## config.mk

```make
export PLATFORM = sky130hd
export DESIGN_NAME = csd_mac
export DESIGN_NICKNAME = d
export VERILOG_FILES = /design/src/sv/csd_pkg.sv /design/src/sv/csd_mac.sv
export SDC_FILE = /design/constraint.sdc
export NUM_CORES = 1
export LEC_CHECK = 0
export ABC_AREA = 0
export BUFFER_PORTS_ARGS = -buffer_cell sky130_fd_sc_hd__buf_4
export CORE_MARGIN = 5
export CORE_UTILIZATION = 40
export DETAILED_ROUTE_END_ITERATION = 10
export GPL_TIMING_DRIVEN = 0
export PLACE_DENSITY_LB_ADDON = 0.08
export SETUP_SLACK_MARGIN = 0.15
export SLEW_MARGIN = 0
export SYNTH_ARGS = -nofsm -noshare
export SYNTH_HDL_FRONTEND = slang
export SYNTH_SLANG_ARGS = --single-unit
export TNS_END_PERCENT = 50
```

## constraint.sdc

```tcl
create_clock -name clk -period 23.6 [get_ports clk]
set_clock_uncertainty 0.2 [all_clocks]
set_input_delay 2.36 -clock clk [delete_from_list [all_inputs] [get_ports clk]]
set_output_delay 2.36 -clock clk [all_outputs]
set_load 0.05 [all_outputs]
```

## src/sv/csd_pkg.sv

```systemverilog
// ----------------------------------------------------------------------------
// csd_pkg: shared types and constants
// Sequencer states, operand store map and the micro-program of the
// circumsphere depth counter.
// ----------------------------------------------------------------------------
package csd_pkg;

	localparam int W      = 128;
	localparam int ADDR_W = 6;
	localparam int PC_W   = 7;

	typedef logic [ADDR_W-1:0] addr_t;
	typedef logic [PC_W-1:0]   pc_t;

	typedef enum logic [2:0] {
		ST_IDLE,
		ST_WRIN,
		ST_FETCH,
		ST_SETUP,
		ST_MUL,
		ST_DONE
	} state_t;

	typedef enum logic [2:0] {
		K_PLAIN,
		K_DELTA,
		K_CHK,
		K_INSIDE,
		K_SIDE
	} kind_t;

	typedef struct packed {
		addr_t a;
		addr_t b;
		logic  bone;
		logic  clr;
		logic  neg;
		logic  wr;
		addr_t dst;
		kind_t kind;
	} uop_t;

	typedef struct packed {
		logic start;
		logic bone;
		logic clr;
		logic neg;
	} mac_ctl_t;

	localparam logic       REQ_LOAD = 1'b0;
	localparam logic       REQ_TEST = 1'b1;
	localparam logic [1:0] SIDE_IN  = 2'd0;
	localparam logic [1:0] SIDE_ON  = 2'd1;
	localparam logic [1:0] SIDE_OUT = 2'd2;
	localparam logic [1:0] SGN_ZERO = 2'd0;
	localparam logic [1:0] SGN_POS  = 2'd1;
	localparam logic [1:0] SGN_NEG  = 2'd3;

	localparam addr_t A_V0  = 6'd0;
	localparam addr_t A_V1  = 6'd3;
	localparam addr_t A_V2  = 6'd6;
	localparam addr_t A_V3  = 6'd9;
	localparam addr_t A_Z   = 6'd12;
	localparam addr_t A_U   = 6'd15;
	localparam addr_t A_V   = 6'd18;
	localparam addr_t A_W   = 6'd21;
	localparam addr_t A_VW  = 6'd24;
	localparam addr_t A_WU  = 6'd27;
	localparam addr_t A_UV  = 6'd30;
	localparam addr_t A_DLT = 6'd33;
	localparam addr_t A_UU  = 6'd34;
	localparam addr_t A_VV  = 6'd35;
	localparam addr_t A_WW  = 6'd36;
	localparam addr_t A_N   = 6'd37;
	localparam addr_t A_LB  = 6'd40;
	localparam addr_t A_LC  = 6'd41;
	localparam addr_t A_LD  = 6'd42;
	localparam addr_t A_TSQ = 6'd43;
	localparam addr_t A_TW  = 6'd44;
	localparam addr_t A_DF  = 6'd45;
	localparam addr_t A_D   = 6'd46;
	localparam addr_t A_DD  = 6'd49;
	localparam addr_t A_F   = 6'd50;

	localparam pc_t PC_LOAD = 7'd0;
	localparam pc_t PC_SIDE = 7'd73;

	function automatic addr_t ax(addr_t base, int k);
		return addr_t'(int'(base) + k);
	endfunction

	function automatic uop_t mk(addr_t a, addr_t b, int bone, int clr, int neg,
		int wr, addr_t dst, kind_t kind);
		uop_t u;
		u.a = a; u.b = b; u.bone = 1'(bone); u.clr = 1'(clr); u.neg = 1'(neg);
		u.wr = 1'(wr); u.dst = dst; u.kind = kind;
		return u;
	endfunction

	function automatic uop_t rom(pc_t pc);
		uop_t u;
		u = mk(A_V0, A_V0, 1, 1, 0, 0, A_V0, K_PLAIN);
		case (pc)
			// Edge vectors from the reference vertex.
			7'd0:  u = mk(ax(A_V1,0), A_V0, 1, 1, 0, 0, A_V0, K_PLAIN);
			7'd1:  u = mk(ax(A_V0,0), A_V0, 1, 0, 1, 1, ax(A_U,0), K_PLAIN);
			7'd2:  u = mk(ax(A_V1,1), A_V0, 1, 1, 0, 0, A_V0, K_PLAIN);
			7'd3:  u = mk(ax(A_V0,1), A_V0, 1, 0, 1, 1, ax(A_U,1), K_PLAIN);
			7'd4:  u = mk(ax(A_V1,2), A_V0, 1, 1, 0, 0, A_V0, K_PLAIN);
			7'd5:  u = mk(ax(A_V0,2), A_V0, 1, 0, 1, 1, ax(A_U,2), K_PLAIN);
			7'd6:  u = mk(ax(A_V2,0), A_V0, 1, 1, 0, 0, A_V0, K_PLAIN);
			7'd7:  u = mk(ax(A_V0,0), A_V0, 1, 0, 1, 1, ax(A_V,0), K_PLAIN);
			7'd8:  u = mk(ax(A_V2,1), A_V0, 1, 1, 0, 0, A_V0, K_PLAIN);
			7'd9:  u = mk(ax(A_V0,1), A_V0, 1, 0, 1, 1, ax(A_V,1), K_PLAIN);
			7'd10: u = mk(ax(A_V2,2), A_V0, 1, 1, 0, 0, A_V0, K_PLAIN);
			7'd11: u = mk(ax(A_V0,2), A_V0, 1, 0, 1, 1, ax(A_V,2), K_PLAIN);
			7'd12: u = mk(ax(A_V3,0), A_V0, 1, 1, 0, 0, A_V0, K_PLAIN);
			7'd13: u = mk(ax(A_V0,0), A_V0, 1, 0, 1, 1, ax(A_W,0), K_PLAIN);
			7'd14: u = mk(ax(A_V3,1), A_V0, 1, 1, 0, 0, A_V0, K_PLAIN);
			7'd15: u = mk(ax(A_V0,1), A_V0, 1, 0, 1, 1, ax(A_W,1), K_PLAIN);
			7'd16: u = mk(ax(A_V3,2), A_V0, 1, 1, 0, 0, A_V0, K_PLAIN);
			7'd17: u = mk(ax(A_V0,2), A_V0, 1, 0, 1, 1, ax(A_W,2), K_PLAIN);
			// Cross products v x w, w x u and u x v.
			7'd18: u = mk(ax(A_V,1), ax(A_W,2), 0, 1, 0, 0, A_V0, K_PLAIN);
			7'd19: u = mk(ax(A_V,2), ax(A_W,1), 0, 0, 1, 1, ax(A_VW,0), K_PLAIN);
			7'd20: u = mk(ax(A_V,2), ax(A_W,0), 0, 1, 0, 0, A_V0, K_PLAIN);
			7'd21: u = mk(ax(A_V,0), ax(A_W,2), 0, 0, 1, 1, ax(A_VW,1), K_PLAIN);
			7'd22: u = mk(ax(A_V,0), ax(A_W,1), 0, 1, 0, 0, A_V0, K_PLAIN);
			7'd23: u = mk(ax(A_V,1), ax(A_W,0), 0, 0, 1, 1, ax(A_VW,2), K_PLAIN);
			7'd24: u = mk(ax(A_W,1), ax(A_U,2), 0, 1, 0, 0, A_V0, K_PLAIN);
			7'd25: u = mk(ax(A_W,2), ax(A_U,1), 0, 0, 1, 1, ax(A_WU,0), K_PLAIN);
			7'd26: u = mk(ax(A_W,2), ax(A_U,0), 0, 1, 0, 0, A_V0, K_PLAIN);
			7'd27: u = mk(ax(A_W,0), ax(A_U,2), 0, 0, 1, 1, ax(A_WU,1), K_PLAIN);
			7'd28: u = mk(ax(A_W,0), ax(A_U,1), 0, 1, 0, 0, A_V0, K_PLAIN);
			7'd29: u = mk(ax(A_W,1), ax(A_U,0), 0, 0, 1, 1, ax(A_WU,2), K_PLAIN);
			7'd30: u = mk(ax(A_U,1), ax(A_V,2), 0, 1, 0, 0, A_V0, K_PLAIN);
			7'd31: u = mk(ax(A_U,2), ax(A_V,1), 0, 0, 1, 1, ax(A_UV,0), K_PLAIN);
			7'd32: u = mk(ax(A_U,2), ax(A_V,0), 0, 1, 0, 0, A_V0, K_PLAIN);
			7'd33: u = mk(ax(A_U,0), ax(A_V,2), 0, 0, 1, 1, ax(A_UV,1), K_PLAIN);
			7'd34: u = mk(ax(A_U,0), ax(A_V,1), 0, 1, 0, 0, A_V0, K_PLAIN);
			7'd35: u = mk(ax(A_U,1), ax(A_V,0), 0, 0, 1, 1, ax(A_UV,2), K_PLAIN);
			// Orientation determinant.
			7'd36: u = mk(ax(A_VW,0), ax(A_U,0), 0, 1, 0, 0, A_V0, K_PLAIN);
			7'd37: u = mk(ax(A_VW,1), ax(A_U,1), 0, 0, 0, 0, A_V0, K_PLAIN);
			7'd38: u = mk(ax(A_VW,2), ax(A_U,2), 0, 0, 0, 1, A_DLT, K_DELTA);
			// Squared edge lengths.
			7'd39: u = mk(ax(A_U,0), ax(A_U,0), 0, 1, 0, 0, A_V0, K_PLAIN);
			7'd40: u = mk(ax(A_U,1), ax(A_U,1), 0, 0, 0, 0, A_V0, K_PLAIN);
			7'd41: u = mk(ax(A_U,2), ax(A_U,2), 0, 0, 0, 1, A_UU, K_PLAIN);
			7'd42: u = mk(ax(A_V,0), ax(A_V,0), 0, 1, 0, 0, A_V0, K_PLAIN);
			7'd43: u = mk(ax(A_V,1), ax(A_V,1), 0, 0, 0, 0, A_V0, K_PLAIN);
			7'd44: u = mk(ax(A_V,2), ax(A_V,2), 0, 0, 0, 1, A_VV, K_PLAIN);
			7'd45: u = mk(ax(A_W,0), ax(A_W,0), 0, 1, 0, 0, A_V0, K_PLAIN);
			7'd46: u = mk(ax(A_W,1), ax(A_W,1), 0, 0, 0, 0, A_V0, K_PLAIN);
			7'd47: u = mk(ax(A_W,2), ax(A_W,2), 0, 0, 0, 1, A_WW, K_PLAIN);
			// Circumcentre numerator vector.
			7'd48: u = mk(A_UU, ax(A_VW,0), 0, 1, 0, 0, A_V0, K_PLAIN);
			7'd49: u = mk(A_VV, ax(A_WU,0), 0, 0, 0, 0, A_V0, K_PLAIN);
			7'd50: u = mk(A_WW, ax(A_UV,0), 0, 0, 0, 1, ax(A_N,0), K_PLAIN);
			7'd51: u = mk(A_UU, ax(A_VW,1), 0, 1, 0, 0, A_V0, K_PLAIN);
			7'd52: u = mk(A_VV, ax(A_WU,1), 0, 0, 0, 0, A_V0, K_PLAIN);
			7'd53: u = mk(A_WW, ax(A_UV,1), 0, 0, 0, 1, ax(A_N,1), K_PLAIN);
			7'd54: u = mk(A_UU, ax(A_VW,2), 0, 1, 0, 0, A_V0, K_PLAIN);
			7'd55: u = mk(A_VV, ax(A_WU,2), 0, 0, 0, 0, A_V0, K_PLAIN);
			7'd56: u = mk(A_WW, ax(A_UV,2), 0, 0, 0, 1, ax(A_N,2), K_PLAIN);
			// Barycentric weights of the centre.
			7'd57: u = mk(ax(A_N,0), ax(A_VW,0), 0, 1, 0, 0, A_V0, K_PLAIN);
			7'd58: u = mk(ax(A_N,1), ax(A_VW,1), 0, 0, 0, 0, A_V0, K_PLAIN);
			7'd59: u = mk(ax(A_N,2), ax(A_VW,2), 0, 0, 0, 1, A_LB, K_CHK);
			7'd60: u = mk(ax(A_N,0), ax(A_WU,0), 0, 1, 0, 0, A_V0, K_PLAIN);
			7'd61: u = mk(ax(A_N,1), ax(A_WU,1), 0, 0, 0, 0, A_V0, K_PLAIN);
			7'd62: u = mk(ax(A_N,2), ax(A_WU,2), 0, 0, 0, 1, A_LC, K_CHK);
			7'd63: u = mk(ax(A_N,0), ax(A_UV,0), 0, 1, 0, 0, A_V0, K_PLAIN);
			7'd64: u = mk(ax(A_N,1), ax(A_UV,1), 0, 0, 0, 0, A_V0, K_PLAIN);
			7'd65: u = mk(ax(A_N,2), ax(A_UV,2), 0, 0, 0, 1, A_LD, K_CHK);
			7'd66: u = mk(A_DLT, A_DLT, 0, 1, 0, 1, A_TSQ, K_PLAIN);
			7'd67: u = mk(A_TSQ, A_V0, 1, 1, 0, 0, A_V0, K_PLAIN);
			7'd68: u = mk(A_TSQ, A_V0, 1, 0, 0, 1, A_TW, K_PLAIN);
			7'd69: u = mk(A_TW, A_V0, 1, 1, 0, 0, A_V0, K_PLAIN);
			7'd70: u = mk(A_LB, A_V0, 1, 0, 1, 0, A_V0, K_PLAIN);
			7'd71: u = mk(A_LC, A_V0, 1, 0, 1, 0, A_V0, K_PLAIN);
			7'd72: u = mk(A_LD, A_V0, 1, 0, 1, 1, A_DF, K_INSIDE);
			// Point test.
			7'd73: u = mk(ax(A_Z,0), A_V0, 1, 1, 0, 0, A_V0, K_PLAIN);
			7'd74: u = mk(ax(A_V0,0), A_V0, 1, 0, 1, 1, ax(A_D,0), K_PLAIN);
			7'd75: u = mk(ax(A_Z,1), A_V0, 1, 1, 0, 0, A_V0, K_PLAIN);
			7'd76: u = mk(ax(A_V0,1), A_V0, 1, 0, 1, 1, ax(A_D,1), K_PLAIN);
			7'd77: u = mk(ax(A_Z,2), A_V0, 1, 1, 0, 0, A_V0, K_PLAIN);
			7'd78: u = mk(ax(A_V0,2), A_V0, 1, 0, 1, 1, ax(A_D,2), K_PLAIN);
			7'd79: u = mk(ax(A_D,0), ax(A_D,0), 0, 1, 0, 0, A_V0, K_PLAIN);
			7'd80: u = mk(ax(A_D,1), ax(A_D,1), 0, 0, 0, 0, A_V0, K_PLAIN);
			7'd81: u = mk(ax(A_D,2), ax(A_D,2), 0, 0, 0, 1, A_DD, K_PLAIN);
			7'd82: u = mk(A_DLT, A_DD, 0, 1, 0, 0, A_V0, K_PLAIN);
			7'd83: u = mk(ax(A_N,0), ax(A_D,0), 0, 0, 1, 0, A_V0, K_PLAIN);
			7'd84: u = mk(ax(A_N,1), ax(A_D,1), 0, 0, 1, 0, A_V0, K_PLAIN);
			7'd85: u = mk(ax(A_N,2), ax(A_D,2), 0, 0, 1, 1, A_F, K_SIDE);
			default: u = mk(A_V0, A_V0, 1, 1, 0, 0, A_V0, K_PLAIN);
		endcase
		return u;
	endfunction

endpackage

```

## src/sv/csd_mac.sv

```systemverilog
// ----------------------------------------------------------------------------
// csd_mac: shift-add multiply-accumulate unit
// Steps through the multiplier one bit per cycle, adding or subtracting the
// shifted multiplicand into a wrapping accumulator where the bit is set.
// ----------------------------------------------------------------------------
module csd_mac (
	input  logic                  clk,
	input  logic                  arst_n,
	input  csd_pkg::mac_ctl_t     ctl,
	input  logic [csd_pkg::W-1:0] op_a,
	input  logic [csd_pkg::W-1:0] op_b,
	output logic                  done,
	output logic [csd_pkg::W-1:0] acc
);
	import csd_pkg::*;

	logic         busy_q;
	logic [W-1:0] mcand_q;
	logic [W-1:0] mplier_q;
	logic         neg_q;
	logic [W-1:0] acc_q;
	logic [W-1:0] addend;

	assign done   = busy_q && (mplier_q == '0);
	assign acc    = acc_q;
	assign addend = neg_q ? (~mcand_q + W'(1)) : mcand_q;

	always_ff @(posedge clk or negedge arst_n) begin
		if (!arst_n) begin
			busy_q <= 1'b0;
		end else if (ctl.start) begin
			busy_q <= 1'b1;
		end else if (done) begin
			busy_q <= 1'b0;
		end
	end

	always_ff @(posedge clk) begin
		if (ctl.start) begin
			mcand_q <= op_a;
			if (ctl.clr) begin
				acc_q <= '0;
			end
			if (ctl.bone) begin
				mplier_q <= W'(1);
				neg_q    <= ctl.neg;
			end else begin
				mplier_q <= op_b[W-1] ? (~op_b + W'(1)) : op_b;
				neg_q    <= ctl.neg ^ op_b[W-1];
			end
		end else if (busy_q && !done) begin
			if (mplier_q[0]) begin
				acc_q <= acc_q + addend;
			end
			mcand_q  <= mcand_q << 1;
			mplier_q <= mplier_q >> 1;
		end
	end

endmodule

```

==> results.py, run 1 <==
metrics = {
    "worst_setup_path": {
        "cp.arrival_ns": 8.84,
        "worst-path-buf-inv": 1,
        "critPathCaptureType": "register",
        "worstPathMaxFanout": 8,
        "critPathLaunchType": "register",
        "critPathRequiredTime_ns": 23.74,
        "max_stage_delay_ns": 0.91,
        "cp_common_cell": "nand2_1",
        "path_class": "register to register",
        "crit_slowest_cell": "o21ai_0",
        "crit_family": "simple AND/OR/NAND/NOR gates",
        "crit_path_cell_trace": "or4_1, nor4_1, nand4_1, or3_1, nor3_2, nand2b_1, o21ai_0, nand2_1, xor2_1, ha_1, clkbuf_1, nand2_1, nor2_1, nand2_1, nor2_1, nand2_1, a21oi_1, nor2_1, a211oi_1, a21oi_1, mux2_2",
    },
    "detailed_routing": {
        "wire_per_inst_um": 26.1,
        "firstDrtPassIters": 8,
        "initialDrtViolationCount": 2792,
        "avgViaCountPerCell": 6.10,
        "num_vias": 28400,
        "route.detailed.drc": 0,
        "ant_nets": 0,
        "routed_wl_um": 121000,
    },
    "pwr": {
        "leakagePower_uw": 0.0135,
        "vdd_drop_max_v": 0.0000523,
        "p_per_area_nw_per_um2": 110,
    },
    "timing": {
        "setup_viol": 0,
        "drv_slew": 11,
        "slew_headroom_pct": -1.03,
        "timing.setup.tns_ns": 0,
        "worstMarginPinSlew_ns": 1.52,
        "rsz0062_at_grt": "no",
        "timing_hold_violations_final": 0,
        "period_share_pct": 36.9,
        "whs_ns": 0.354,
        "fin_crit_ns": 8.70,
        "fmax_ghz": 0.115,
    },
    "placed_design": {
        "dp_hpwl_um": 98600,
        "place_area_um2": 34700,
        "io_buffer_count": 389,
        "routabilityCongestion": 0.982,
    },
    "clocking": {
        "clock-root-buffer": "clkbuf_16",
        "htreeDepth": 2,
        "insertion_delay_ns": 0.60,
        "cts_resized": 0,
        "cts_tree": "yes",
        "holdBufCountCts": 0,
        "cts_max_path_buffers": 3,
        "numCtsBuffers": 49,
        "post_cts.repair.setup_buffers": 0,
        "path_clk_slew_ns": 0.06,
        "cts.sinks": 386,
    },
    "die": {
        "die_w_um": 285,
        "die_h_um": 285,
        "die_area_um2": 81300,
        "ioPinCount": 391,
        "initial_core_util_pct": 40.5,
        "core_area_um2": 74800,
        "rows": 100,
    },
    "grt": {
        "grt_max_degree": 69,
        "grt_pass1_vias": 28300,
        "grt.total_usage_pct": 28.5,
        "antenna_found_initial": 11,
        "grt_pass1_wl_um": 179000,
        "grt_remaining_overflow": 0,
    },
    "synth": {
        "avgSynthCellArea_um2": 9.46,
        "synth_cells": 3202,
        "synth_top_area_share_pct": 38.2,
        "syn_area_um2": 30300,
        "synth_edf_count": 385,
        "yosys_warnings": 0,
        "synth_ff_type": "edfxtp_1",
        "yosysMostFrequentCell": "edfxtp_1",
        "ys_async_sr_fraction_pct": 0.259,
        "post-synth-top-area-cell": "edfxtp_1",
        "ys_ff_latch": 386,
        "ys_top_cells_by_count": "edfxtp_1 (385), nand2_1 (270), nor2_1 (250)",
        "ys_types": 76,
        "syn_nets": 3624,
        "ys_top_cells_by_area": "edfxtp_1 (38%), ha_1 (6.6%), xnor2_1 (5.9%)",
        "synth_seq_area_share_pct": 38.3,
    },
    "outcome": {
        "status": "complete, but fails checks",
        "violations": "max-capacitance violations, max-slew violations",
    },
    "min_path": {
        "hp-class": "register to register",
    },
    "flow_run": {
        "maxCapViolations": 1,
    },
    "layout": {
        "drive_gt1_share_pct": 17.5,
        "syn_to_final_growth_pct": 19.6,
        "finalInstanceArea_um2": 36200,
        "nets": 4073,
    },
}
registers in the layout, indices dropped and copies added, names as in the netlist:
register / cells
mplier_q: 128
mcand_q: 128
busy_q: 1
acc: 128
neg_q: 1
metal layers:
layer | share of wire, % | vias up | wire length [um] | track usage, %
met2 | 47 | 1103 | 57400 | 47.9
met4 | 3.9 | 14 | 4690 | 9.79
li1 | - | 13100 | - | -
met5 | 0.076 | - | 92 | 0
met3 | 6.9 | 222 | 8370 | 5.06
met1 | 42 | 13900 | 50900 | 37.1
area by class of cell:
| class | count | area (um^2) |
|---|---|---|
| Fill cell | 7245 | 38600 |
| Multi-Input combinational cell | 2613 | 18000 |
| Sequential cell | 386 | 11600 |
| Timing Repair Buffer | 398 | 3150 |
| Clock buffer | 54 | 1240 |
| Tap cell | 969 | 1210 |
| Buffer | 143 | 541 |
| Clock inverter | 33 | 318 |
| Inverter | 60 | 225 |
| Antenna cell | 3 | 7.51 |
path summary, 6_finish.rpt:
| kind | from | end | slack [ns] | cells past startpoint |
|---|---|---|---|---|
| min in group asynchronous | arst_n | busy_q | 1.36 | 1 |
| worst min register to register | mplier_q[121] | mplier_q[120] | 0.35 | 1 |
| worst min-delay path | mplier_q[121] | mplier_q[120] | 0.35 | 1 |
| worst max register to register | mcand_q[11] | acc[124] | 14.90 | 21 |
| max in group asynchronous | arst_n | busy_q | 21.75 | 1 |
| worst max-delay path | mcand_q[11] | acc[124] | 14.90 | 21 |
kinds of logic (layout without fill, tap and decap cells):
| kind of cell | after synthesis | after routing | share of synthesized area (%) |
|---|---|---|---|
| AO/OA/AOI/OAI | 922 | 922 | 20.1 |
| XOR/XNOR | 352 | 352 | 10.2 |
| adder cells (fa/ha/maj) | 160 | 160 | 6.64 |
| buffers and inverters | 203 | 688 | 2.53 |
| flip-flops | 386 | 386 | 38.3 |
| multiplexers | 132 | 132 | 4.90 |
| other | 0 | 3 | 0 |
| AND/OR/NAND/NOR | 1047 | 1047 | 17.4 |
worst register-to-register path, delay by kind of cell, from the launching register on:
| family | cells | cell delay, ns |
|---|---|---|
| compound gates | 4 | 2.21 |
| xor+xnor | 1 | 0.19 |
| fa+ha+maj | 1 | 0.27 |
| buf+inv | 1 | 0.31 |
| flops | 1 | 0.45 |
| mux | 1 | 0.31 |
| simple gates | 13 | 4.51 |
where the power goes:
| part | switching (uW) | total, uW | internal (uW) | leakage [uW] |
|---|---|---|---|---|
| Combinational | 1420 | 2150 | 734 | 0.00864 |
| Clock | 313 | 756 | 443 | 0.000751 |
| Sequential | 131 | 1070 | 936 | 0.00416 |
metrics by stage:
step	std cells	total power [uW]	utilization, %	worst slack [ns]
final	4659	3970	48.4	14.90
after global routing	4656	4200	48.4	14.63
after CTS	4656	3960	48.4	15.18
after detailed placement	4569	3190	46.3	15.20
after global placement	4560	3190	46.0	4.28
after floorplan	3202	2510	-	10.73
layout by cell type (no fill, tap or decap), types with 133 or more instances in the layout:
master,n
xnor2_1,205
clkbuf_1,133
nand2_1,270
o21ai_0,205
xor2_1,147
edfxtp_1,385
ha_1,159
nor2_1,250
a21oi_1,237
buf_4,389
No activity file was read; power rests on OpenSTA's default activity.
==> inputs of run 2 (changes only) <==
--- a/config.mk
+++ b/config.mk
@@ -5,7 +5,7 @@
 export SDC_FILE = /design/constraint.sdc
 export NUM_CORES = 1
 export LEC_CHECK = 0
-export ABC_AREA = 0
+export ABC_AREA = 1
 export BUFFER_PORTS_ARGS = -buffer_cell sky130_fd_sc_hd__buf_4
 export CORE_MARGIN = 5
 export CORE_UTILIZATION = 40
==> constraint.sdc (replaced) <==
create_clock -name clk -period 7.8 [get_ports clk]
set_clock_uncertainty 0.2 [all_clocks]
set_input_delay 0.78 -clock clk [delete_from_list [all_inputs] [get_ports clk]]
set_output_delay 0.78 -clock clk [all_outputs]
set_load 0.05 [all_outputs]
==> run 2 against run 1 <==
Compared with the run above:
- the flow now finishes without violations
- synthesized cell count grew 99%
- global-route usage grew 7.1 points
- register-to-register slack lost 13 ns
- non-clock buffer count shrank 43
- routed wire length grew 58%
- final area grew 24%
- total power grew to 2.8 times the previous value
- sequential share of layout area shrank 6.2 points
- flip-flop and latch count is the same
- combinational power grew to 2.8 times the previous value
- critical path type unchanged
==> results.py, run 2 <==
metrics = {
    "worst_setup_path": {
        "rr_endpoint": "acc[120]",
        "cp.arrival_ns": 6.11,
        "critPathCaptureType": "register",
        "timing.rr.start": "neg_q",
        "critPathRequiredTime_ns": 8.02,
        "worstPathMaxFanout": 10,
        "path_class": "register to register",
        "r2r_slack_ns": 1.91,
        "rr_worst_depth": 17,
        "critPathLaunchType": "register",
    },
    "layout": {
        "layout_commonest_cell": "nand2_1",
        "syn_to_final_growth_pct": 16.4,
        "nets": 7253,
        "layout_common_cells": "nand2_1 (2,213), inv_1 (1,212), nor2_1 (783)",
        "seq_area_um2": 11600,
        "drive_gt1_share_pct": 8.28,
        "multiInputGateArea_um2": 22100,
        "fillCellCount": 10500,
    },
    "pwr": {
        "p_per_area_nw_per_um2": 251,
        "combPwrFrac_pct": 52.5,
        "swShare_pct": 50.0,
        "p_total_uw": 11300,
        "p_int_uw": 5640,
        "leakagePower_uw": 0.0228,
        "p_seq_share_pct": 26.3,
        "power_switching_uw": 5630,
        "vdd_drop_max_v": 0.000191,
        "clkPwrFrac_pct": 21.2,
    },
    "detailed_routing": {
        "routed_wl_um": 191000,
        "initialDrtViolationCount": 4343,
        "firstDrtPassIters": 8,
        "avgViaCountPerCell": 5.31,
        "routed-wl-met3_um": 13600,
        "wl_met2_um": 88200,
        "num_vias": 43300,
        "drt-met1-wl_um": 78000,
        "wire_per_inst_um": 23.5,
        "route.detailed.drc": 0,
        "top_layer": "met5",
        "ant_nets": 0,
    },
    "synth": {
        "yosysMostFrequentCell": "nand2_1",
        "ys_async_sr_fraction_pct": 0.259,
        "ys_top_cells_by_area": "edfxtp_1 (30%), nand2_1 (22%), inv_1 (12%)",
        "synth_seq_area_share_pct": 30.0,
        "syn_nets": 6804,
        "ys_ff_latch": 386,
        "post-synth-top-area-cell": "edfxtp_1",
        "synth_edf_count": 385,
        "synth_top_area_share_pct": 29.9,
        "syn_area_um2": 38600,
        "ys_top_cells_by_count": "nand2_1 (2,215), inv_1 (1,212), nor2_1 (783)",
        "yosys_warnings": 0,
        "avgSynthCellArea_um2": 6.05,
        "ys_types": 50,
        "synth_ff_type": "edfxtp_1",
        "synth_cells": 6382,
    },
    "die": {
        "initial_core_util_pct": 40.1,
        "die_h_um": 321,
        "ioPinCount": 391,
        "die_area_um2": 103000,
        "die_w_um": 321,
        "rows": 114,
        "core_area_um2": 96300,
    },
    "clocking": {
        "cts_tree": "yes",
        "htreeDepth": 2,
        "clock-root-buffer": "clkbuf_16",
        "cts.sinks": 386,
        "numCtsBuffers": 52,
        "cts_resized": 0,
        "path_clk_slew_ns": 0.06,
        "cts_max_path_buffers": 3,
        "post_cts.repair.setup_buffers": 0,
        "insertion_delay_ns": 0.65,
    },
    "placed_design": {
        "routabilityCongestion": 1.04,
        "io_buffer_count": 389,
        "dp_hpwl_um": 164000,
    },
    "min_path": {
        "whs_path_depth": 1,
        "min_to": "neg_q",
        "hp-class": "primary input to register",
        "hold_start": "ctl[3]",
    },
    "timing": {
        "drv_slew": 0,
        "fin_crit_ns": 5.89,
        "fmax_ghz": 0.170,
        "timing_hold_violations_final": 0,
        "whs_ns": 0.169,
        "setup_viol": 0,
        "period_share_pct": 75.5,
        "worstMarginPinSlew_ns": 1.48,
        "rsz0062_at_grt": "no",
        "slew_headroom_pct": 1.08,
    },
    "flow_run": {
        "maxCapViolations": 0,
    },
    "grt": {
        "grt_remaining_overflow": 0,
        "grt_pass1_vias": 40400,
        "grt_pass1_wl_um": 267000,
        "grt.total_usage_pct": 35.5,
        "antenna_found_initial": 12,
        "grt_max_degree": 95,
    },
    "outcome": {
        "status": "completed",
    },
}
-- run 2: logic make-up after synthesis --
kind of cell    count (synthesis)  share of synthesized area (%)
buf+inv                      1324                           12.9
flops                         386                           30.0
simple gates                 3703                           39.9
xor+xnor                      118                           2.67
fa+ha+maj                     160                           5.20
compound gates                691                           9.35
-- run 2: area by class of cell --
| cell class | instances | share of cell area (%) |
|---|---|---|
| Multi-Input combinational cell | 4672 | 49.1 |
| Sequential cell | 386 | 25.8 |
| Inverter | 1221 | 10.2 |
| Timing Repair Buffer | 395 | 6.79 |
| Tap cell | 1276 | 3.55 |
| Clock buffer | 57 | 2.98 |
| Buffer | 103 | 0.890 |
| Clock inverter | 37 | 0.657 |
| Antenna cell | 12 | 0.0668 |
-- run 2: repair_timing --
item,in CTS,in global routing
hold endpoints to repair,1,0
setup endpoints to repair,0,0
hold buffers,1,0
-- run 2: metal layers --
metal / global-route usage (%) / vias to the layer above
met3: 4.45 / 371
met4: 17.9 / 2
met1: 45.5 / 20000
met2: 59.4 / 1836
li1: - / 21100
met5: 0 / -
-- run 2: how the worst max path moves through the flow --
stage / start / to / slack, ns / depth (start not counted)
floorplan: ctl[3] / mcand_q[0] / 2.54 / 5
global placement: ctl[3] / acc[14] / -1.56 / 7
detailed placement: neg_q / acc[120] / 2.08 / 17
CTS: neg_q / acc[120] / 2.10 / 17
global route: mcand_q[0] / acc[90] / 1.73 / 24
finish: neg_q / acc[120] / 1.91 / 17
-- run 2: critical path, stage by stage (launching register included) --
cell and delay [ns]:
edfxtp_1 0.56, buf_2 0.33, clkbuf_1 0.63, clkbuf_1 0.74
o21ai_0 0.43, fa_1 0.55, nand3_1 0.29, nand3_1 0.37
nand2_1 0.15, nand2_1 0.12, nand2_1 0.09, nand3_1 0.22
nand2_1 0.12, nand3_1 0.36, nand2_1 0.28, nand3_1 0.10
nand2_1 0.08, nor2_1 0.06
-- run 2: power groups by stage --
stage	combinational (uW)	sequential [uW]	clock, uW
2_1_floorplan	3220	3400	0
3_3_place_gp	5740	3010	0
3_5_place_dp	5780	2990	0
4_1_cts	5800	2950	2410
5_1_grt	6440	2980	2480
6_report	5920	2960	2390
-- run 2: per-stage QoR --
step	worst slack, ns	utilization, %	std cells	area (um^2)	TNS [ns]
CTS	2.10	46.7	8147	44900	0
global placement	-1.56	44.8	8047	43200	-279.95
detailed placement	2.08	45.0	8052	43300	0
finish	1.91	46.7	8159	45000	0
floorplan	2.54	-	6382	38600	0
global route	1.73	46.7	8150	45000	0
